File: src/design/mrp_pkg.sv
// ----------------------------------------------------------------------------
// mrp_pkg: shared types and constants of the material record parser
// Transaction payloads, parse phase codes, status codes and small helpers.
// ----------------------------------------------------------------------------
package mrp_pkg;

  // Width of the string length counter
  localparam int unsigned LENGTH_COUNTER_BITS = 21;

  // Result queue depth (holds the two results of the last record byte)
  localparam int unsigned OUT_DEPTH  = 4;
  localparam int unsigned OUT_PTR_W  = $clog2(OUT_DEPTH);
  localparam int unsigned OUT_CNT_W  = $clog2(OUT_DEPTH + 1);

  // Parse phase codes
  localparam logic [4:0] PH_MAGIC   = 5'd0;
  localparam logic [4:0] PH_VERSION = 5'd1;
  localparam logic [4:0] PH_LEN0    = 5'd2;
  localparam logic [4:0] PH_LEN_END = 5'd13;
  localparam logic [4:0] PH_BASE    = 5'd14;
  localparam logic [4:0] PH_FLOAT0  = 5'd15;
  localparam logic [4:0] PH_EMIS    = 5'd18;
  localparam logic [4:0] PH_LIT     = 5'd19;
  localparam logic [4:0] PH_DSIDED  = 5'd20;
  localparam logic [4:0] PH_DRAIN   = 5'd21;

  // Status codes
  localparam logic [3:0] ST_FIELD     = 4'd0;
  localparam logic [3:0] ST_OK        = 4'd1;
  localparam logic [3:0] ST_NOTFMT    = 4'd2;
  localparam logic [3:0] ST_TRUNC_HDR = 4'd3;
  localparam logic [3:0] ST_VERSION   = 4'd4;
  localparam logic [3:0] ST_TRUNC     = 4'd5;
  localparam logic [3:0] ST_NEGLEN    = 4'd6;
  localparam logic [3:0] ST_BIGLEN    = 4'd7;
  localparam logic [3:0] ST_BOOL      = 4'd8;
  localparam logic [3:0] ST_BLANK     = 4'd9;
  localparam logic [3:0] ST_RANGE     = 4'd10;

  // Field indexes
  localparam logic [3:0] FI_BASE   = 4'd6;
  localparam logic [3:0] FI_FLOAT0 = 4'd7;
  localparam logic [3:0] FI_EMIS   = 4'd10;
  localparam logic [3:0] FI_LIT    = 4'd11;
  localparam logic [3:0] FI_DSIDED = 4'd12;

  // Register byte addresses
  localparam logic [2:0] ADDR_MAX_STRING = 3'd0;
  localparam logic [2:0] ADDR_VERSION    = 3'd4;

  // Register reset values
  localparam logic [20:0] MAX_STRING_RESET = 21'h100000;
  localparam logic [31:0] VERSION_RESET    = 32'd1;

  // Float range limits on raw bits
  localparam logic [31:0] FLOAT_ONE     = 32'h3F80_0000;
  localparam logic [31:0] FLOAT_NEG_ZERO = 32'h8000_0000;

  typedef struct packed {
    logic [7:0] data_byte;
    logic       end_of_stream;
  } in_item_t;

  typedef struct packed {
    logic [3:0]  field_index;
    logic [31:0] field_value;
    logic [3:0]  status;
    logic        last;
  } out_item_t;

  // Magic "WUMT", one byte per position
  function automatic logic [7:0] magic_byte(input logic [1:0] idx);
    logic [7:0] r;
    case (idx)
      2'd0:    r = 8'h57;
      2'd1:    r = 8'h55;
      2'd2:    r = 8'h4D;
      2'd3:    r = 8'h54;
      default: r = 8'h00;
    endcase
    return r;
  endfunction

  // Field index that belongs to a phase from the first length onward
  function automatic logic [3:0] field_of(input logic [4:0] p);
    logic [3:0] r;
    logic [4:0] d;
    d = p - PH_LEN0;
    if (p >= PH_LEN0 && p <= PH_LEN_END) r = 4'(d >> 1);
    else if (p == PH_BASE) r = FI_BASE;
    else if (p >= PH_FLOAT0 && p < PH_EMIS) r = 4'(p - 5'd8);
    else if (p == PH_EMIS) r = FI_EMIS;
    else if (p == PH_LIT) r = FI_LIT;
    else r = FI_DSIDED;
    return r;
  endfunction

endpackage

File: src/design/material_record_parser.sv
// ----------------------------------------------------------------------------
// material_record_parser: byte-serial parser for little-endian material records
// Checks magic and version, streams string bytes and scalar fields, and ends
// each record with one status result.
// ----------------------------------------------------------------------------
// The block takes one record byte per clock when not stalled. Each byte is
// decoded combinationally against the parse state and its results are pushed
// into a four-entry result queue, so input and output are decoupled. A string
// byte or a finished scalar field gives one result; the last byte of a valid
// record gives two (the double-sided flag and the final status), and in_stall_o
// rises whenever the queue has fewer than two free entries. With the output side
// never stalled the sustained rate is one byte per cycle. Each result is
// registered in the queue. The end-of-stream marker returns the parser to
// the start of a record. Registers: 0x0 max_string_bytes, 0x4 expected_version.
module material_record_parser (
  input  logic                clk_i,
  input  logic                rst_ni,
  // Input channel
  input  logic                in_valid_i,
  output logic                in_stall_o,
  input  mrp_pkg::in_item_t   in_data_i,
  // Output channel
  output logic                out_valid_o,
  input  logic                out_stall_i,
  output mrp_pkg::out_item_t  out_data_o,
  // Configuration port
  input  logic                psel,
  input  logic                penable,
  input  logic                pwrite,
  input  logic [2:0]          paddr,
  input  logic [31:0]         pwdata,
  output logic [31:0]         prdata,
  output logic                pready
);

  localparam int unsigned CW = mrp_pkg::LENGTH_COUNTER_BITS;

  // Configuration registers
  logic [20:0] max_string_q;
  logic [31:0] version_q;
  logic        cfg_wr;

  assign pready = 1'b1;
  assign cfg_wr = psel & penable & pwrite;

  always_ff @(posedge clk_i or negedge rst_ni) begin
    if (!rst_ni) begin
      max_string_q <= mrp_pkg::MAX_STRING_RESET;
      version_q    <= mrp_pkg::VERSION_RESET;
    end else if (cfg_wr) begin
      if (paddr[2]) version_q <= pwdata;
      else          max_string_q <= pwdata[20:0];
    end
  end

  assign prdata = paddr[2] ? version_q : {11'd0, max_string_q};

  // Parse state
  logic [4:0]    phase_q, phase_d;
  logic [CW-1:0] cnt_q, cnt_d;
  logic [31:0]   word_q, word_d;
  logic [4:0]    nonblank_q, nonblank_d;
  logic [2:0]    rfail_q, rfail_d;

  // Result queue
  mrp_pkg::out_item_t             mem_q [mrp_pkg::OUT_DEPTH];
  logic [mrp_pkg::OUT_PTR_W-1:0]  wr_ptr_q, rd_ptr_q;
  logic [mrp_pkg::OUT_CNT_W-1:0]  count_q;
  logic                           in_acc, pop;
  logic [1:0]                     npush;
  mrp_pkg::out_item_t             res0, res1;

  assign in_stall_o  = count_q > mrp_pkg::OUT_CNT_W'(mrp_pkg::OUT_DEPTH - 2);
  assign in_acc      = in_valid_i & ~in_stall_o;
  assign out_valid_o = count_q != '0;
  assign pop         = out_valid_o & ~out_stall_i;
  assign out_data_o  = mem_q[rd_ptr_q];

  // Per-byte decode
  logic [7:0]    b;
  logic [31:0]   word_nx;
  logic [CW-1:0] cnt_inc, cnt_dec;
  logic          take_done;
  logic [2:0]    s_len, s_body;
  logic [1:0]    fk;
  logic          is_blank_byte, float_bad, big_len;
  logic [3:0]    fin_st, fin_fi;
  logic [4:0]    d_len, d_body;

  always_comb begin
    b             = in_data_i.data_byte;
    word_nx       = {b, word_q[31:8]};
    cnt_inc       = cnt_q + 1'b1;
    cnt_dec       = cnt_q - 1'b1;
    take_done     = cnt_inc >= CW'(4);
    d_len         = phase_q - mrp_pkg::PH_LEN0;
    d_body        = phase_q - 5'd3;
    s_len         = 3'(d_len >> 1);
    s_body        = 3'(d_body >> 1);
    fk            = 2'(phase_q - mrp_pkg::PH_FLOAT0);
    is_blank_byte = (b == 8'h20) || (b == 8'h09) || (b == 8'h0D) || (b == 8'h0A);
    float_bad     = !((word_nx <= mrp_pkg::FLOAT_ONE) ||
                      (word_nx == mrp_pkg::FLOAT_NEG_ZERO));
    big_len       = (word_nx > {11'd0, max_string_q}) || (|word_nx[31:CW]);

    // Final validation: first blank identity, then first bad float
    fin_st = mrp_pkg::ST_OK;
    fin_fi = 4'd0;
    for (int k = 2; k >= 0; k--) begin
      if (rfail_q[k]) begin
        fin_st = mrp_pkg::ST_RANGE;
        fin_fi = mrp_pkg::FI_FLOAT0 + 4'(k);
      end
    end
    for (int k = 4; k >= 0; k--) begin
      if (!nonblank_q[k]) begin
        fin_st = mrp_pkg::ST_BLANK;
        fin_fi = 4'(k);
      end
    end

    phase_d    = phase_q;
    cnt_d      = cnt_q;
    word_d     = word_q;
    nonblank_d = nonblank_q;
    rfail_d    = rfail_q;
    res0       = '0;
    res1       = '0;
    npush      = 2'd0;

    if (in_acc) begin
      if (in_data_i.end_of_stream) begin
        // Stream end: report not-format while idle, or truncation where a record is open, then restart
        res0.last = 1'b1;
        if (phase_q == mrp_pkg::PH_MAGIC) begin
          res0.status = mrp_pkg::ST_NOTFMT;
          npush       = 2'd1;
        end else if (phase_q == mrp_pkg::PH_VERSION) begin
          res0.status = mrp_pkg::ST_TRUNC_HDR;
          npush       = 2'd1;
        end else if (phase_q <= mrp_pkg::PH_DSIDED) begin
          res0.status      = mrp_pkg::ST_TRUNC;
          res0.field_index = mrp_pkg::field_of(phase_q);
          npush            = 2'd1;
        end
        phase_d    = mrp_pkg::PH_MAGIC;
        cnt_d      = '0;
        word_d     = '0;
        nonblank_d = '0;
        rfail_d    = '0;
      end else if (phase_q == mrp_pkg::PH_MAGIC) begin
        // Match the magic one byte at a time
        if (b != mrp_pkg::magic_byte(cnt_q[1:0])) begin
          res0.status = mrp_pkg::ST_NOTFMT;
          res0.last   = 1'b1;
          npush       = 2'd1;
          phase_d     = mrp_pkg::PH_DRAIN;
        end else if (take_done) begin
          phase_d = mrp_pkg::PH_VERSION;
          cnt_d   = '0;
          word_d  = '0;
        end else begin
          cnt_d  = cnt_inc;
          word_d = word_nx;
        end
      end else if (phase_q == mrp_pkg::PH_VERSION) begin
        // Assemble the version word and compare
        cnt_d  = cnt_inc;
        word_d = word_nx;
        if (take_done) begin
          if (word_nx != version_q) begin
            res0.status = mrp_pkg::ST_VERSION;
            res0.last   = 1'b1;
            npush       = 2'd1;
            phase_d     = mrp_pkg::PH_DRAIN;
          end else begin
            phase_d = mrp_pkg::PH_LEN0;
            cnt_d   = '0;
            word_d  = '0;
          end
        end
      end else if (phase_q <= mrp_pkg::PH_LEN_END && !phase_q[0]) begin
        // String length word
        cnt_d  = cnt_inc;
        word_d = word_nx;
        if (take_done) begin
          res0.field_index = 4'(s_len);
          res0.last        = 1'b1;
          if (word_nx[31]) begin
            res0.status = mrp_pkg::ST_NEGLEN;
            npush       = 2'd1;
            phase_d     = mrp_pkg::PH_DRAIN;
          end else if (big_len) begin
            res0.status = mrp_pkg::ST_BIGLEN;
            npush       = 2'd1;
            phase_d     = mrp_pkg::PH_DRAIN;
          end else if (word_nx == '0) begin
            phase_d = (s_len < 3'd5) ? 5'(phase_q + 5'd2) : mrp_pkg::PH_BASE;
            cnt_d   = '0;
            word_d  = '0;
          end else begin
            phase_d = phase_q + 5'd1;
            cnt_d   = word_nx[CW-1:0];
          end
        end
      end else if (phase_q <= mrp_pkg::PH_LEN_END) begin
        // String body: emit each byte, count down
        res0.field_index = 4'(s_body);
        res0.field_value = {24'd0, b};
        npush            = 2'd1;
        if (s_body < 3'd5 && !is_blank_byte) nonblank_d[s_body] = 1'b1;
        cnt_d = cnt_dec;
        if (cnt_dec == '0) begin
          phase_d = (s_body < 3'd5) ? 5'(phase_q + 5'd1) : mrp_pkg::PH_BASE;
          word_d  = '0;
        end
      end else if (phase_q <= mrp_pkg::PH_EMIS) begin
        // Colors and floats: emit the word when complete
        cnt_d  = cnt_inc;
        word_d = word_nx;
        if (take_done) begin
          res0.field_index = mrp_pkg::field_of(phase_q);
          res0.field_value = word_nx;
          npush            = 2'd1;
          if (phase_q >= mrp_pkg::PH_FLOAT0 && phase_q < mrp_pkg::PH_EMIS && float_bad) begin
            rfail_d[fk] = 1'b1;
          end
          phase_d = phase_q + 5'd1;
          cnt_d   = '0;
          word_d  = '0;
        end
      end else if (phase_q <= mrp_pkg::PH_DSIDED) begin
        // Boolean bytes; the last one closes the record
        res0.field_index = mrp_pkg::field_of(phase_q);
        npush            = 2'd1;
        if (b > 8'd1) begin
          res0.status = mrp_pkg::ST_BOOL;
          res0.last   = 1'b1;
          phase_d     = mrp_pkg::PH_DRAIN;
        end else begin
          res0.field_value = {31'd0, b[0]};
          if (phase_q == mrp_pkg::PH_LIT) begin
            phase_d = mrp_pkg::PH_DSIDED;
            cnt_d   = '0;
            word_d  = '0;
          end else begin
            res1.status      = fin_st;
            res1.field_index = fin_fi;
            res1.last        = 1'b1;
            npush            = 2'd2;
            phase_d          = mrp_pkg::PH_DRAIN;
          end
        end
      end else begin
        // Drop bytes after the final status
        phase_d = mrp_pkg::PH_DRAIN;
      end
    end
  end

  // Hold parse state
  always_ff @(posedge clk_i or negedge rst_ni) begin
    if (!rst_ni) begin
      phase_q    <= mrp_pkg::PH_MAGIC;
      cnt_q      <= '0;
      word_q     <= '0;
      nonblank_q <= '0;
      rfail_q    <= '0;
    end else begin
      phase_q    <= phase_d;
      cnt_q      <= cnt_d;
      word_q     <= word_d;
      nonblank_q <= nonblank_d;
      rfail_q    <= rfail_d;
    end
  end

  // Queue pointers and fill count
  always_ff @(posedge clk_i or negedge rst_ni) begin
    if (!rst_ni) begin
      wr_ptr_q <= '0;
      rd_ptr_q <= '0;
      count_q  <= '0;
    end else begin
      wr_ptr_q <= wr_ptr_q + mrp_pkg::OUT_PTR_W'(npush);
      if (pop) rd_ptr_q <= rd_ptr_q + 1'b1;
      count_q <= count_q + mrp_pkg::OUT_CNT_W'(npush) - mrp_pkg::OUT_CNT_W'(pop);
    end
  end

  // Queue storage
  always_ff @(posedge clk_i) begin
    if (npush != 2'd0) mem_q[wr_ptr_q] <= res0;
    if (npush == 2'd2) mem_q[wr_ptr_q + 1'b1] <= res1;
  end

endmodule

File: config.mk
export PLATFORM = sky130hd
export DESIGN_NAME = material_record_parser
export DESIGN_NICKNAME = d
export VERILOG_FILES = /design/src/design/mrp_pkg.sv /design/src/design/material_record_parser.sv
export SDC_FILE = /design/constraint.sdc
export NUM_CORES = 1
export LEC_CHECK = 0
export BUFFER_PORTS_ARGS = -buffer_cell sky130_fd_sc_hd__buf_2
export CAP_MARGIN = 25
export CORE_MARGIN = 2
export CORE_UTILIZATION = 53
export CTS_CLUSTER_DIAMETER = 80
export DETAILED_ROUTE_END_ITERATION = 6
export MAX_ROUTING_LAYER = met4
export PLACE_DENSITY = 0.72
export SLEW_MARGIN = 20
export SYNTH_ARGS = -nofsm -noshare
export SYNTH_HDL_FRONTEND = slang
export SYNTH_SLANG_ARGS = --single-unit
File: constraint.sdc
create_clock -name clk_i -period 5.98 [get_ports clk_i]
set_clock_uncertainty 0.2 [all_clocks]
set_input_delay 1.196 -clock clk_i [delete_from_list [all_inputs] [get_ports clk_i]]
set_output_delay 1.196 -clock clk_i [all_outputs]
set_load 0.01 [all_outputs]
==> After elaboration in Yosys (flattened, before gate mapping) <==
Memories as Yosys holds them, arrays and structs flattened.
Cells that the tools add are included.
{ "classes": {"n_addsub": 13, "magnitude_cmp": 17, "eq_ne": 26, "mux": 176, "n_bitwise": 9, "n_reduce_logical": 36} }
{ "ops": {"columns": ["op", "n"], "rows": [
  ["2-to-1 mux 32 bit", 19],
  ["2-to-1 mux 21 bit", 17],
  ["2-to-1 mux 5 bit", 41],
  ["2-to-1 mux 36 bit", 5],
  ["2-to-1 mux 4 bit", 37],
  ["2-to-1 mux 41 bit", 2],
  ["2-to-1 mux 31 bit", 2],
  ["2-to-1 mux 3 bit", 17],
  ["equality test 32 bit, second input constant", 1],
  ["> comparator 32 x 21 -> 1 bit", 1],
  ["<= comparator 32 x 30 -> 1 bit, second input constant", 1],
  ["zero test 32 bit", 1],
  ["!= test 32 bit", 1],
  ["one-hot mux 8 bit (4 select lines)", 1],
  ["equality test 8 x 4 -> 1 bit, second input constant", 3],
  ["2-to-1 mux 8 bit", 3],
  ["adder 21 x 1 -> 21 bit, second input constant", 1],
  ["greater-or-equal comparator 21 x 3 -> 1 bit, second input constant", 1],
  ["zero test 21 bit", 1],
  ["subtractor 21 x 1 -> 21 bit, second input constant", 1],
  ["2-to-1 mux 1 bit", 20],
  ["2-to-1 mux 2 bit", 10],
  ["AND reduction 6 bit", 3],
  ["nonzero test 7 bit", 2],
  ["other kinds (53)", 86]
]} }
{ "totals": {"reg_bits": 126, "mem_bits_rw": 164, "inputBits": 51, "out_inout_bits": 76, "word_cells": 288, "mem_count": 1} }
{ "memory_table": {"columns": ["memory", "words", "width", "read_ports", "rd_clocked_by_memory_dff", "write_ports", "line", "source"], "rows": [
  ["mem_q", 4, 41, 1, 0, 2, "material_record_parser.sv:66", "mrp_pkg::out_item_t mem_q [mrp_pkg::OUT_DEPTH];"]
]} }

==> Logic depth before layout (Yosys ltp) <==
Gate-level depths: netlist of run 1.
{ "depth": {"word_depth": 18, "ltp_mapped": 18} }

==> Worst setup path before layout of run 1 <==
OpenSTA, ideal clock, no wires.
{ "synth_timing": {"kind": "input port to flip-flop", "startpoint": "input in_data_i[2] in the netlist's numbering", "endpoint": "register count_q[2] in the netlist's numbering", "setup_time_ps": 123, "arrival_time_ps": 4263, "required_ps": 5657, "slack_ps": 1394, "cell_stages": 15, "path_cell_list": "buf_2 or4_4 nor4_4 a211o_1 o32ai_1 nor3b_1 nor2_1 a211o_1 a21oi_1 inv_1 ha_1 inv_1 ha_1 fa_1 xnor2_1"} }
{ "synth_via": {"elab_chain_cells": 12, "word_cells_on_any_way": 23} }
{ "synth_rtl": {"columns": ["item", "line", "source"], "rows": [
  ["start, declared", "material_record_parser.sv:21", "input mrp_pkg::in_item_t in_data_i,"],
  ["> comparator 32 x 21 -> 1 bit (tied with other cells)", "material_record_parser.sv:104", "big_len = (word_nx > {11'd0, max_string_q}) || (|word_nx[31:CW]);"],
  ["logical OR 1 bit or 2-to-1 mux 2 bit (tied branches)", "material_record_parser.sv:104, material_record_parser.sv:236", null],
  ["2-to-1 mux 1 bit or 2-to-1 mux 2 bit (tied branches)", "material_record_parser.sv:193, material_record_parser.sv:232", null],
  ["2-to-1 mux 1 bit or 2-to-1 mux 2 bit (tied branches)", "material_record_parser.sv:189, material_record_parser.sv:217", null],
  ["2-to-1 mux 1 bit or 2-to-1 mux 2 bit (tied branches)", "material_record_parser.sv:186, material_record_parser.sv:206", null],
  ["2-to-1 mux 2 bit", "material_record_parser.sv:182", "end else if (phase_q <= mrp_pkg::PH_LEN_END && !phase_q[0]) begin"],
  ["2-to-1 mux 2 bit", "material_record_parser.sv:166", "end else if (phase_q == mrp_pkg::PH_VERSION) begin"],
  ["2-to-1 mux 2 bit *", "material_record_parser.sv:151", "end else if (phase_q == mrp_pkg::PH_MAGIC) begin"],
  ["2-to-1 mux 2 bit *", "material_record_parser.sv:132", "if (in_data_i.end_of_stream) begin"],
  ["2-to-1 mux 2 bit *", "material_record_parser.sv:131", "if (in_acc) begin"],
  ["adder 3 x 2 -> 3 bit *", "material_record_parser.sv:287", "count_q <= count_q + mrp_pkg::OUT_CNT_W'(npush) - mrp_pkg::OUT_CNT_W'(pop);"],
  ["subtractor 3 x 1 -> 3 bit *", "material_record_parser.sv:287", null],
  ["end signal, assigned", "material_record_parser.sv:287", null],
  ["end, declared", "material_record_parser.sv:68", "logic [mrp_pkg::OUT_CNT_W-1:0] count_q;"]
]} }
Every way passes the cells marked *; elsewhere a longest branch is shown, timed or not.
A chain may end at the register's enable or synchronous reset.

==> Final worst setup path of run 1 <==
{ "layout_timing": {"startpoint": "register word_q[28]", "endpoint": "register count_q[2] in the netlist's numbering"} }
{ "layout_via": {"elab_chain_cells": 12, "word_cells_on_any_way": 15} }
{ "layout_rtl": {"columns": ["item", "line", "source"], "rows": [
  ["start, declared", "material_record_parser.sv:61", "logic [31:0] word_q, word_d;"],
  ["start signal, assigned", "material_record_parser.sv:272", "word_q <= word_d;"],
  ["> comparator 32 x 21 -> 1 bit", "material_record_parser.sv:104", null],
  ["logical OR 1 bit", "material_record_parser.sv:104", null],
  ["2-to-1 mux 1 bit", "material_record_parser.sv:193", "end else if (big_len) begin"],
  ["2-to-1 mux 1 bit", "material_record_parser.sv:189", "if (word_nx[31]) begin"],
  ["2-to-1 mux 1 bit", "material_record_parser.sv:186", "if (take_done) begin"],
  ["2-to-1 mux 2 bit", "material_record_parser.sv:182", null],
  ["2-to-1 mux 2 bit *", "material_record_parser.sv:166", null],
  ["2-to-1 mux 2 bit *", "material_record_parser.sv:151", null],
  ["2-to-1 mux 2 bit *", "material_record_parser.sv:132", null],
  ["2-to-1 mux 2 bit *", "material_record_parser.sv:131", null],
  ["adder 3 x 2 -> 3 bit *", "material_record_parser.sv:287", null],
  ["subtractor 3 x 1 -> 3 bit *", "material_record_parser.sv:287", null]
]} }
Marked as above.

==> results of run 1 <==
-- through the flow --
stage               worst slack [ns]   util  cell area (um2)  hold WS (ns)  cells
detailed placement             0.738  0.567            16900         0.259   2135
CTS                             1.24  0.600            17900         0.271   2190
global route                   0.861  0.600            17900         0.289   2191
global placement               0.810  0.566            16900         0.250   2134
floorplan                       1.39      -            16100         0.238   1740
finish                          1.14  0.600            17900         0.267   2191
-- cell families after synthesis --
group	count (synthesis)
AND/OR/NAND/NOR	574
buffers and inverters	204
adder cells (fa/ha/maj)	39
multiplexers	114
flip-flops	282
other	1
XOR/XNOR	81
AO/OA/AOI/OAI	445
-- layer usage --
metal | track usage | wire length, um
met1 | 0.425 | 20600
met2 | 0.486 | 22600
met3 | 0.0494 | 4080
met4 | 0.122 | 1910
met5 | - | 0
-- state kept, by name (all words and copies together), names as in the netlist --
name,cells
rfail_q,3
max_string_q,21
rd_ptr_q,2
mem_q,164
version_q,32
nonblank_q,5
word_q,24
phase_q,5
count_q,3
wr_ptr_q,2
cnt_q,21
-- final cells by class --
class / count / area [um2] / share of cell area
multi-input combinational: 1254 / 8730 / 0.488
sequential: 282 / 6560 / 0.367
clock buffer: 45 / 920 / 0.0514
timing repair buffer: 156 / 907 / 0.0507
tap: 390 / 488 / 0.0273
inverter: 53 / 199 / 0.0111
clock inverter: 10 / 77.6 / 0.00434
antenna: 1 / 2.50 / 0.000140
-- placed cells by master, fill, tap and decap left out, drive strengths merged, types with 18 or more instances in the layout --
cell      n
mux4     41
a21oi    78
nor2     87
o22ai    28
o21ai   172
nand4    23
dfrtp   116
nand3   162
dfxtp   132
mux2     60
buf     156
xnor2    33
nand2   141
nand2b   31
ha       38
inv      55
xor2     48
clkbuf   45
nor4     31
and2     18
a22o     27
nor3     23
edfxtp   32
-- path summary, 6_finish.rpt --
| check | startpoint | endpoint | slack, ns | cells after the start |
|---|---|---|---|---|
| hold / removal | mem_q[3][27] | mem_q[3][27] | 0.27 | 2 |
| min in group asynchronous | rst_ni | cnt_q[15] | 0.40 | 1 |
| max in group asynchronous | rst_ni | version_q[12] | 4.18 | 2 |
| setup / recovery | word_q[28] | count_q[2] | 1.14 | 15 |
| setup reg to reg | word_q[28] | count_q[2] | 1.14 | 15 |
| hold reg to reg | mem_q[3][27] | mem_q[3][27] | 0.27 | 2 |
-- report_power, final --
part	leakage [uW]	switching, uW	internal [uW]
clock	0.000500	795	1070
sequential	0.00286	527	2270
combinational	0.00398	2120	1340
-- worst max-delay path: stages, from the launching register on --
cell     delay, ns
dfrtp_1       0.58
ha_1          0.38
nor4b_1       0.70
nand2_1       0.15
o21ai_0       0.27
o32ai_1       0.20
nor3b_1       0.43
nor2_1        0.08
a211o_1       0.30
a21oi_1       0.29
inv_1         0.10
ha_1          0.29
inv_1         0.04
ha_1          0.18
fa_1          0.39
xnor2_1       0.14
==> qor.csv, run 1 <==
stage;metric;value;unit
synthesis;Post-Syn Area per Cell;9.26;um2
power;leakage power;0.00734;uW
timing;Worst Tran Pin Value;0.968;ns
grt;initial antenna violation count;1;
synthesis;fraction of registers with async set/reset;0.418;
synthesis;largest family of logic cells by synthesized area;simple AND/OR/NAND/NOR gates;
place;RD Place Congestion;0.973;
synthesis;sequential-to-total area share from yosys stat;0.407;
power;Cell Pwr Density;454;nW/um2
synthesis;Synth top area share;0.180;
routing;post-DR wirelength/cell;22.4;um
floorplan;DIE AREA;31800;um2
synthesis;Yosys reg bits;282;
routing;DR iter-0 viols;1540;
clocking;setup bufs post-CTS;0;
timing;Final Critical Period;4.84;ns
place;Detailed Place HPWL;33.1;mm
synthesis;Yosys Warn Count;0;
power;total power;8110;uW
synthesis;top cells by area, synth;dfrtp_1, dfxtp_1, edfxtp_1;
clocking;Clock Tree Buf Depth;3;
routing;drt pass-1 iters;5;
synthesis;Synth Area in Simple Gates;0.180;
setup_path;crit path launch type;flop;
setup_path;CP max FO;8;
synthesis;Compound-Gate Fraction of Synth Area;0.178;
routing;routed vias/inst;6.53;
final_layout;share of layout cells above drive strength 1;0.192;
synthesis;Netlist Area Pre-Place;16100;um2
floorplan;die width;178;um
grt;first-pass GRT wire length;76.4;mm
synthesis;Cells after Synth;1740;
timing;Max Slew Vio Count;0;
floorplan;Initial Utilization;0.541;
timing;Setup violations, final;0;
synthesis;Yosys cell types;89;
synthesis;biggest area consumer among synthesized cells;dfrtp_1;
setup_path;kind of critical path;reg2reg;
clocking;CTS buffer count;30;
clocking;CTS tree;yes;
clocking;later-pin clock latency in the skew report;0.57;ns
final_layout;P&R area growth vs syn;11.0;%
setup_path;CP Data Arrival Time;5.10;ns
synthesis;mux cell area share after synthesis;0.107;
status;status;complete, no violations;
setup_path;CP endpoint kind;flop;
final_layout;total of fill cells in the finished design;2542;
routing;final WL;49.2;mm
clocking;Reg clk slew, reported paths;0.06;ns
synthesis;XOR/XNOR Fraction of Synth Area;0.0440;
clocking;CTS Root Cell;clkbuf_16;
synthesis;Synth Area in Adders;0.0307;
synthesis;Post-synth top cells;o21ai_0, nand3_1, nand2_1;
timing;fmax;207;MHz
timing;RSZ-0062 raised after global routing;false;
timing;setup tns final;0;ns
timing;relative slew slack;0.355;
clocking;clk sinks;282;
grt;Tot GR Track Use;0.317;
floorplan;Core Region;29800;um2
grt;pin count of the biggest net entering global routing;68;
floorplan;# rows;63;
clocking;H-tree lvl count;1;
routing;DRC viols;0;
floorplan;I/O pin cnt;127;
routing;Routed Antenna Nets;0;
floorplan;die height;178;um
timing;final hold violation count;0;
job;Max-cap violations;0;
timing;Final Cycle Share;0.809;
synthesis;post-synth net total;1830;
grt;grt ovf;0;
clocking;post-CTS resize count;0;
place;I/O Buffers;123;
worst_hold_path;Worst Hold Class;reg2reg;
synthesis;number of synthesized flops with an enable pin;32;
setup_path;Required @ worst endpoint;6.24;ns
final_layout;layout net count;1867;
synthesis;Synth Flop Type;dfxtp_1;
grt;vias in the first global route;13689;
routing;total number of vias;14308;
power;Peak VDD IR;0.288;mV
synthesis;most numerous cell in the Yosys netlist;o21ai_0;
clocking;CTS Hold Bufs;0;
(Power assumes the default switching activity.)
==> inputs of run 2 (changes only) <==
ABC_AREA = 1   (was default)
clock period = 5 ns   (was 5.98 ns; I/O delays follow)
==> run 2 against run 1 <==
Effect of this change:
- maximum frequency grew 11%
- sequential power grew 26%
- non-clock buffer count grew 13
- worst setup slack lost 0.48 ns
- critical path type unchanged
- critical endpoint is now mem_q[0][37]
- highest routed layer unchanged
==> qor.csv, run 2 <==
stage;metric;value;unit;change
power;leakage power;0.00866;uW;+18%
clocking;clk sinks;282;;unchanged
final_layout;share of layout cells above drive strength 1;0.108;;-0.0844
setup_path;CP Data Arrival Time;4.47;ns;-0.63 ns
final_layout;max FFs per register;164;;unchanged
place;Detailed Place HPWL;40.2;mm;+22%
grt;grt ovf;0;;unchanged
clocking;Clock Tree Buf Depth;3;;unchanged
final_layout;leading cell type in the layout, fill and taps excluded;nand2_1;;
clocking;setup bufs post-CTS;0;;unchanged
routing;final WL;56.7;mm;+15%
setup_path;crit path launch type;flop;;
clocking;CTS Hold Bufs;0;;unchanged
synthesis;Post-synth top cells;nand2_1, o21ai_0, nor2_1;;
place;I/O Buffers;123;;unchanged
synthesis;Netlist Area Pre-Place;16700;um2;+3.9%
final_layout;largest register by flop count;mem_q;;
status;status;complete, no violations;;
setup_path;Crit path largest cell delay;0.44;ns;-0.26 ns
final_layout;most frequent cells in the layout;nand2_1, o21ai_0, nor2_1, nand3_1, inv_1;;
synthesis;Synth Area in Adders;0.0296;;-0.00115
synthesis;Cells after Synth;2389;;+37%
floorplan;die width;182;um;+1.9%
power;Peak VDD IR;0.324;mV;+12%
routing;post-DR wirelength/cell;19.7;um;-12%
setup_path;Required @ worst endpoint;5.13;ns;-1.11 ns
synthesis;XOR/XNOR Fraction of Synth Area;0.0277;;-0.0163
timing;fmax;230;MHz;+11%
floorplan;I/O pin cnt;127;;unchanged
synthesis;number of synthesized flops with an enable pin;32;;unchanged
synthesis;Synth Area in Simple Gates;0.265;;+0.0846
synthesis;top cells by area, synth;dfrtp_1, dfxtp_1, o21ai_0;;
routing;drt pass-1 iters;5;;unchanged
worst_hold_path;Worst Hold Class;reg2reg;;
grt;pin count of the biggest net entering global routing;109;;+60%
synthesis;Compound-Gate Fraction of Synth Area;0.185;;+0.00692
setup_path;CP max stage cell;dfrtp_1;;
synthesis;Synth top area share;0.173;;-0.00676
timing;Final Hold Slack;0.273;ns;+0.00641 ns
synthesis;fraction of registers with async set/reset;0.418;;unchanged
setup_path;kind of critical path;reg2reg;;
clocking;H-tree lvl count;1;;unchanged
clocking;post-CTS resize count;0;;unchanged
setup_path;crit-path cells;ha_1 -> nand2_1 -> nor2_4 -> nand2_1 -> nor2_1 -> xor2_1 -> nand2_1 -> nor2_1 -> nand3_2 -> nand2_1 -> nand2_1 -> nand2_1 -> nand2_1 -> nand2_1 -> nand2_1 -> nand2_2 -> nand2_4 -> nand2_1 -> nand2_1 -> and2_1;;
synthesis;most numerous cell in the Yosys netlist;nand2_1;;
synthesis;largest family of logic cells by synthesized area;simple AND/OR/NAND/NOR gates;;
synthesis;Yosys cell types;56;;-37%
setup_path;reg-to-reg setup timing slack;0.66;ns;-0.48 ns
synthesis;Synth Flop Type;dfxtp_1;;
synthesis;Yosys reg bits;282;;unchanged
clocking;CTS tree;yes;;
routing;total number of vias;17012;;+19%
floorplan;DIE AREA;33000;um2;+3.8%
floorplan;Initial Utilization;0.535;;-0.00611
floorplan;die height;182;um;+1.9%
floorplan;Core Region;31300;um2;+5.1%
timing;relative slew slack;0.387;;+0.0323
timing;worst setup margin;0.655;ns;-0.484 ns
place;RD Place Congestion;1.03;;+5.7%
grt;vias in the first global route;15879;;+16%
power;total power;11800;uW;+46%
setup_path;CP dominant cell by count;nand2_1;;
timing;Final Cycle Share;0.869;;+0.0595
routing;DR iter-0 viols;1512;;-1.8%
synthesis;post-synth net total;2479;;+35%
synthesis;biggest area consumer among synthesized cells;dfrtp_1;;
setup_path;largest delay contributor family on the critical path;simple AND/OR/NAND/NOR gates;;
final_layout;layout net count;2544;;+36%
place;pre-CTS setup slack;0.626;ns;-0.112 ns
timing;setup tns final;0;ns;unchanged
final_layout;Final Util;0.595;;-0.00539
setup_path;Crit path buffers/inverters;0;;-2
clocking;Reg clk slew, reported paths;0.06;ns;about the same
synthesis;Post-Syn Area per Cell;7.01;um2;-24%
synthesis;sequential-to-total area share from yosys stat;0.392;;-0.0153
routing;Routed Antenna Nets;0;;unchanged
synthesis;Yosys Warn Count;0;;unchanged
timing;Worst Tran Pin Value;0.919;ns;-0.0485 ns
final_layout;P&R area growth vs syn;11.2;%;
timing;Setup violations, final;0;;unchanged
clocking;later-pin clock latency in the skew report;0.58;ns;about the same
floorplan;# rows;65;;+3.2%
power;Cell Pwr Density;635;nW/um2;+40%
routing;DRC viols;0;;unchanged
timing;RSZ-0062 raised after global routing;false;;
timing;Max Slew Vio Count;0;;unchanged
routing;routed vias/inst;5.90;;-9.6%
synthesis;mux cell area share after synthesis;0.00740;;-0.0999
clocking;CTS Root Cell;clkbuf_16;;
grt;Tot GR Track Use;0.349;;+0.0318
clocking;CTS buffer count;31;;+3.3%
grt;first-pass GRT wire length;88.6;mm;+16%
final_layout;Regs by FF count;mem_q (164), version_q (32), word_q (24);;
setup_path;CP max FO;15;;+7
timing;Final Critical Period;4.34;ns;-0.496 ns
setup_path;CP endpoint kind;flop;;
job;Max-cap violations;0;;unchanged
grt;initial antenna violation count;2;;+1
timing;final hold violation count;0;;unchanged
[run 2: cells by family (layout without fill, tap and decap cells)]
kind of cell,count (synthesis),in the layout
AOI/OAI and AO/OA,580,580
xor gates and xnor gates,53,53
adders and majority gates,39,39
buffers and inverters,396,484
DFF,282,282
muxes,11,11
other,1,3
and+or+nand+nor,1027,1027
[run 2: final cells by class]
class                   instances  area (um2)
fillers                      2997       12700
multi-input cells            1711        8630
flip-flops and latches        282        6560
repair buffers                169         996
inverters                     259         972
clock buffers                  50         897
well taps                     402         503
clock inverters                 6        63.8
diodes                          2        5.00
[run 2: stage by stage]
| step | area (um2) | instances |
|---|---|---|
| after floorplan | 16700 | 2389 |
| after global placement | 17600 | 2822 |
| after detailed placement | 17700 | 2823 |
| after CTS | 18600 | 2879 |
| after global routing | 18600 | 2881 |
| final | 18600 | 2881 |
[run 2: final timing paths]
kind,startpoint,to,cells after the start
setup reg to reg,cnt_q[1],mem_q[0][37],20
hold reg to reg,mem_q[2][31],mem_q[2][31],2
hold / removal,mem_q[2][31],mem_q[2][31],2
max in group asynchronous,rst_ni,max_string_q[20],2
setup / recovery,cnt_q[1],mem_q[0][37],20
min in group asynchronous,rst_ni,max_string_q[4],1
[run 2: layer usage]
layer | vias up | GRT usage | share of wire
li1 | 8120 | - | -
met3 | 123 | 0.0441 | 0.079
met4 | 0 | 0.113 | 0.032
met1 | 8008 | 0.456 | 0.43
met2 | 761 | 0.565 | 0.46
met5 | - | - | 0
[run 2: where the power goes]
part	internal, uW	switching [uW]	total (uW)
clock network	1270	940	2210
logic	1910	4200	6110
registers	2940	572	3520
[run 2: worst reg2reg max path: stages, from the launching register on]
cell	delay, ns
dfrtp_1	0.44
ha_1	0.40
nand2_1	0.15
nor2_4	0.22
nand2_1	0.18
nor2_1	0.16
xor2_1	0.31
nand2_1	0.09
nor2_1	0.14
nand3_2	0.35
nand2_1	0.19
nand2_1	0.09
nand2_1	0.08
nand2_1	0.05
nand2_1	0.06
nand2_1	0.07
nand2_2	0.14
nand2_4	0.14
nand2_1	0.11
nand2_1	0.28
and2_1	0.25
==> inputs of run 3 (changes only) <==
clock period = 5.3 ns   (was 5 ns; I/O delays follow)
==> run 3 against run 2 <==
Effect of this change:
- global-route usage rose by 0.10 points
- total power fell by 3.9%
- sequential power fell by 5%
- utilization rose by 0.73 points
- die area did not move
- maximum frequency fell by 3.3%
- flip-flop and latch count did not move
==> qor.csv, run 3 (synthesized netlist as in run 2, its figures left out) <==
stage;metric;value;unit;change
status;status;complete, no violations;;
setup_path;Required @ worst endpoint;5.48;ns;+0.35 ns
setup_path;R2R depth;20;;unchanged
final_layout;largest register by flop count;mem_q;;
worst_hold_path;Hold Startpoint;mem_q[1][7];;
setup_path;Reg-to-Reg End;count_q[1];;
setup_path;worst r2r src;cnt_q[2];;
final_layout;non-filler cells in the finished layout;2889;;+0.28%
setup_path;kind of critical path;reg2reg;;
worst_hold_path;Worst Hold Class;reg2reg;;
clocking;CTS tree;yes;;
clocking;CTS Hold Bufs;0;;unchanged
place;Detailed Place HPWL;39.8;mm;-0.97%
power;leakage power;0.00878;uW;+1.3%
floorplan;DIE AREA;33000;um2;unchanged
floorplan;Core Region;31300;um2;unchanged
final_layout;most frequent cells in the layout;nand2_1, o21ai_0, nor2_1, nand3_1, inv_1;;
timing;RSZ-0062 raised after global routing;false;;
final_layout;Final Util;0.602;;+0.00731
routing;DRC viols;0;;unchanged
place;dpl cells;2827;;+0.14%
timing;setup tns final;0;ns;unchanged
final_layout;Regs by FF count;mem_q (164), version_q (32), word_q (24);;
clocking;post-CTS resize count;0;;unchanged
final_layout;leading cell type in the layout, fill and taps excluded;nand2_1;;
grt;Tot GR Track Use;0.350;;+0.00103
setup_path;CP Data Arrival Time;4.67;ns;+0.20 ns
setup_path;reg-to-reg setup timing slack;0.80;ns;+0.15 ns
routing;routed vias/inst;5.89;;-0.31%
final_layout;P&R area growth vs syn;12.6;%;
clocking;CTS Root Cell;clkbuf_16;;
setup_path;CP max FO;17;;+2
grt;vias in the first global route;15886;;+0.044%
timing;fmax;222;MHz;-3.3%
clocking;Clock Tree Buf Depth;3;;unchanged
grt;pin count of the biggest net entering global routing;109;;unchanged
setup_path;crit path launch type;flop;;
power;power share of the combinational group;0.507;;-0.009
clocking;H-tree lvl count;2;;+1
timing;Final Cycle Share;0.848;;-0.0208
floorplan;Initial Utilization;0.535;;unchanged
routing;drt pass-1 iters;6;;+1
timing;Max Slew Vio Count;0;;unchanged
floorplan;I/O pin cnt;127;;unchanged
setup_path;CP endpoint kind;flop;;
final_layout;share of layout cells above drive strength 1;0.114;;+0.00609
timing;Worst Tran Pin Value;0.857;ns;-0.0619 ns
power;net switching power figure;5450;uW;-4.7%
timing;Final Critical Period;4.50;ns;+0.151 ns
timing;Setup violations, final;0;;unchanged
timing;final hold violation count;0;;unchanged
power;Clock power frac;0.200;;+0.013
setup_path;Crit. Startpoint;cnt_q[2];;
grt;first-pass GRT wire length;88.6;mm;about the same
grt;grt ovf;0;;unchanged
final_layout;layout net count;2552;;+0.31%
timing;relative slew slack;0.428;;+0.0413
clocking;clk sinks;282;;unchanged
clocking;setup bufs post-CTS;0;;unchanged
routing;DR iter-0 viols;1593;;+5.4%
floorplan;die height;182;um;unchanged
job;Max-cap violations;0;;unchanged
power;sequential share of power;0.293;;-0.004
floorplan;# rows;65;;unchanged
grt;initial antenna violation count;2;;unchanged
routing;Routed Antenna Nets;0;;unchanged
floorplan;die width;182;um;unchanged
worst_hold_path;Hold Crit Depth;2;;unchanged
place;RD Place Congestion;1.00;;-2.7%
power;internal power;5930;uW;-3.2%
routing;final WL;56.3;mm;-0.81%
place;I/O Buffers;123;;unchanged
final_layout;max FFs per register;164;;unchanged
worst_hold_path;Hold EP;mem_q[1][7];;
clocking;CTS buffer count;34;;+9.7%
power;Sw Ratio;0.479;;-0.00399
power;Peak VDD IR;0.320;mV;-1.2%
routing;post-DR wirelength/cell;19.5;um;-1.1%
power;Cell Pwr Density;603;nW/um2;-5.1%
routing;total number of vias;17006;;-0.035%
clocking;later-pin clock latency in the skew report;0.54;ns;-0.04 ns
clocking;Reg clk slew, reported paths;0.06;ns;about the same
-- run 3: changes by cell type in the layout (fill, tap and decap cells not counted), moves of 2 or more --
cell,delta
buf_12,+4
clkbuf_8,+2
clkbuf_16,+4
clkinv_8,+2
clkbuf_1,-7
clkinv_2,+2
-- run 3: worst max-delay path by stage --
stage	end	slack, ns	cells after the start
final	count_q[1]	0.80	20
after global routing	count_q[2]	0.60	21
after CTS	count_q[1]	0.92	20
after detailed placement	count_q[2]	0.62	22
after global placement	count_q[2]	0.70	22
after floorplan	count_q[2]	1.49	20
-- run 3: worst max-delay path, stage by stage (launching register included) --
cell and delay, ns:
dfrtp_1 0.53, nand2_1 0.11, nor2_2 0.40, nand2_1 0.25
o21ai_1 0.31, nand2_1 0.08, nor2_1 0.21, nand2_1 0.08
nor2_1 0.11, nand3_2 0.34, nand2_4 0.34, nand2_1 0.08
nand2_1 0.06, nand2_1 0.05, nand2_1 0.08, nand2_1 0.06
nand2_2 0.14, ha_1 0.25, inv_1 0.06, ha_1 0.16
fa_1 0.43
-- run 3: final cells by class --
type	count	area, um2
antenna	2	5.00
clock buffer	49	998
clock inverter	10	105
fill	2926	12500
inverter	259	972
multi-input combinational	1711	8630
sequential	282	6560
tap	402	503
timing repair buffer	174	1080
-- run 3: stage by stage --
step	hold WS, ns	setup WS [ns]	power, uW	cell area [um2]
final	0.273	0.805	11400	18900
after global routing	0.294	0.605	12100	18900
after CTS	0.273	0.920	11300	18800
after detailed placement	0.263	0.622	8960	17700
after global placement	0.255	0.697	8880	17700
after floorplan	0.246	1.49	7030	16700
-- run 3: metal layers --
metal,track usage,part of all wire
met1,0.440,0.42
met2,0.567,0.47
met4,0.126,0.035
met5,-,0
met3,0.0632,0.082
-- run 3: power groups by stage --
stage	combinational, uW	sequential, uW	clock [uW]
after floorplan	3910	3120	0
after global placement	5550	3330	0
after detailed placement	5610	3350	0
after CTS	5640	3310	2300
after global routing	6340	3400	2390
final	5760	3340	2280
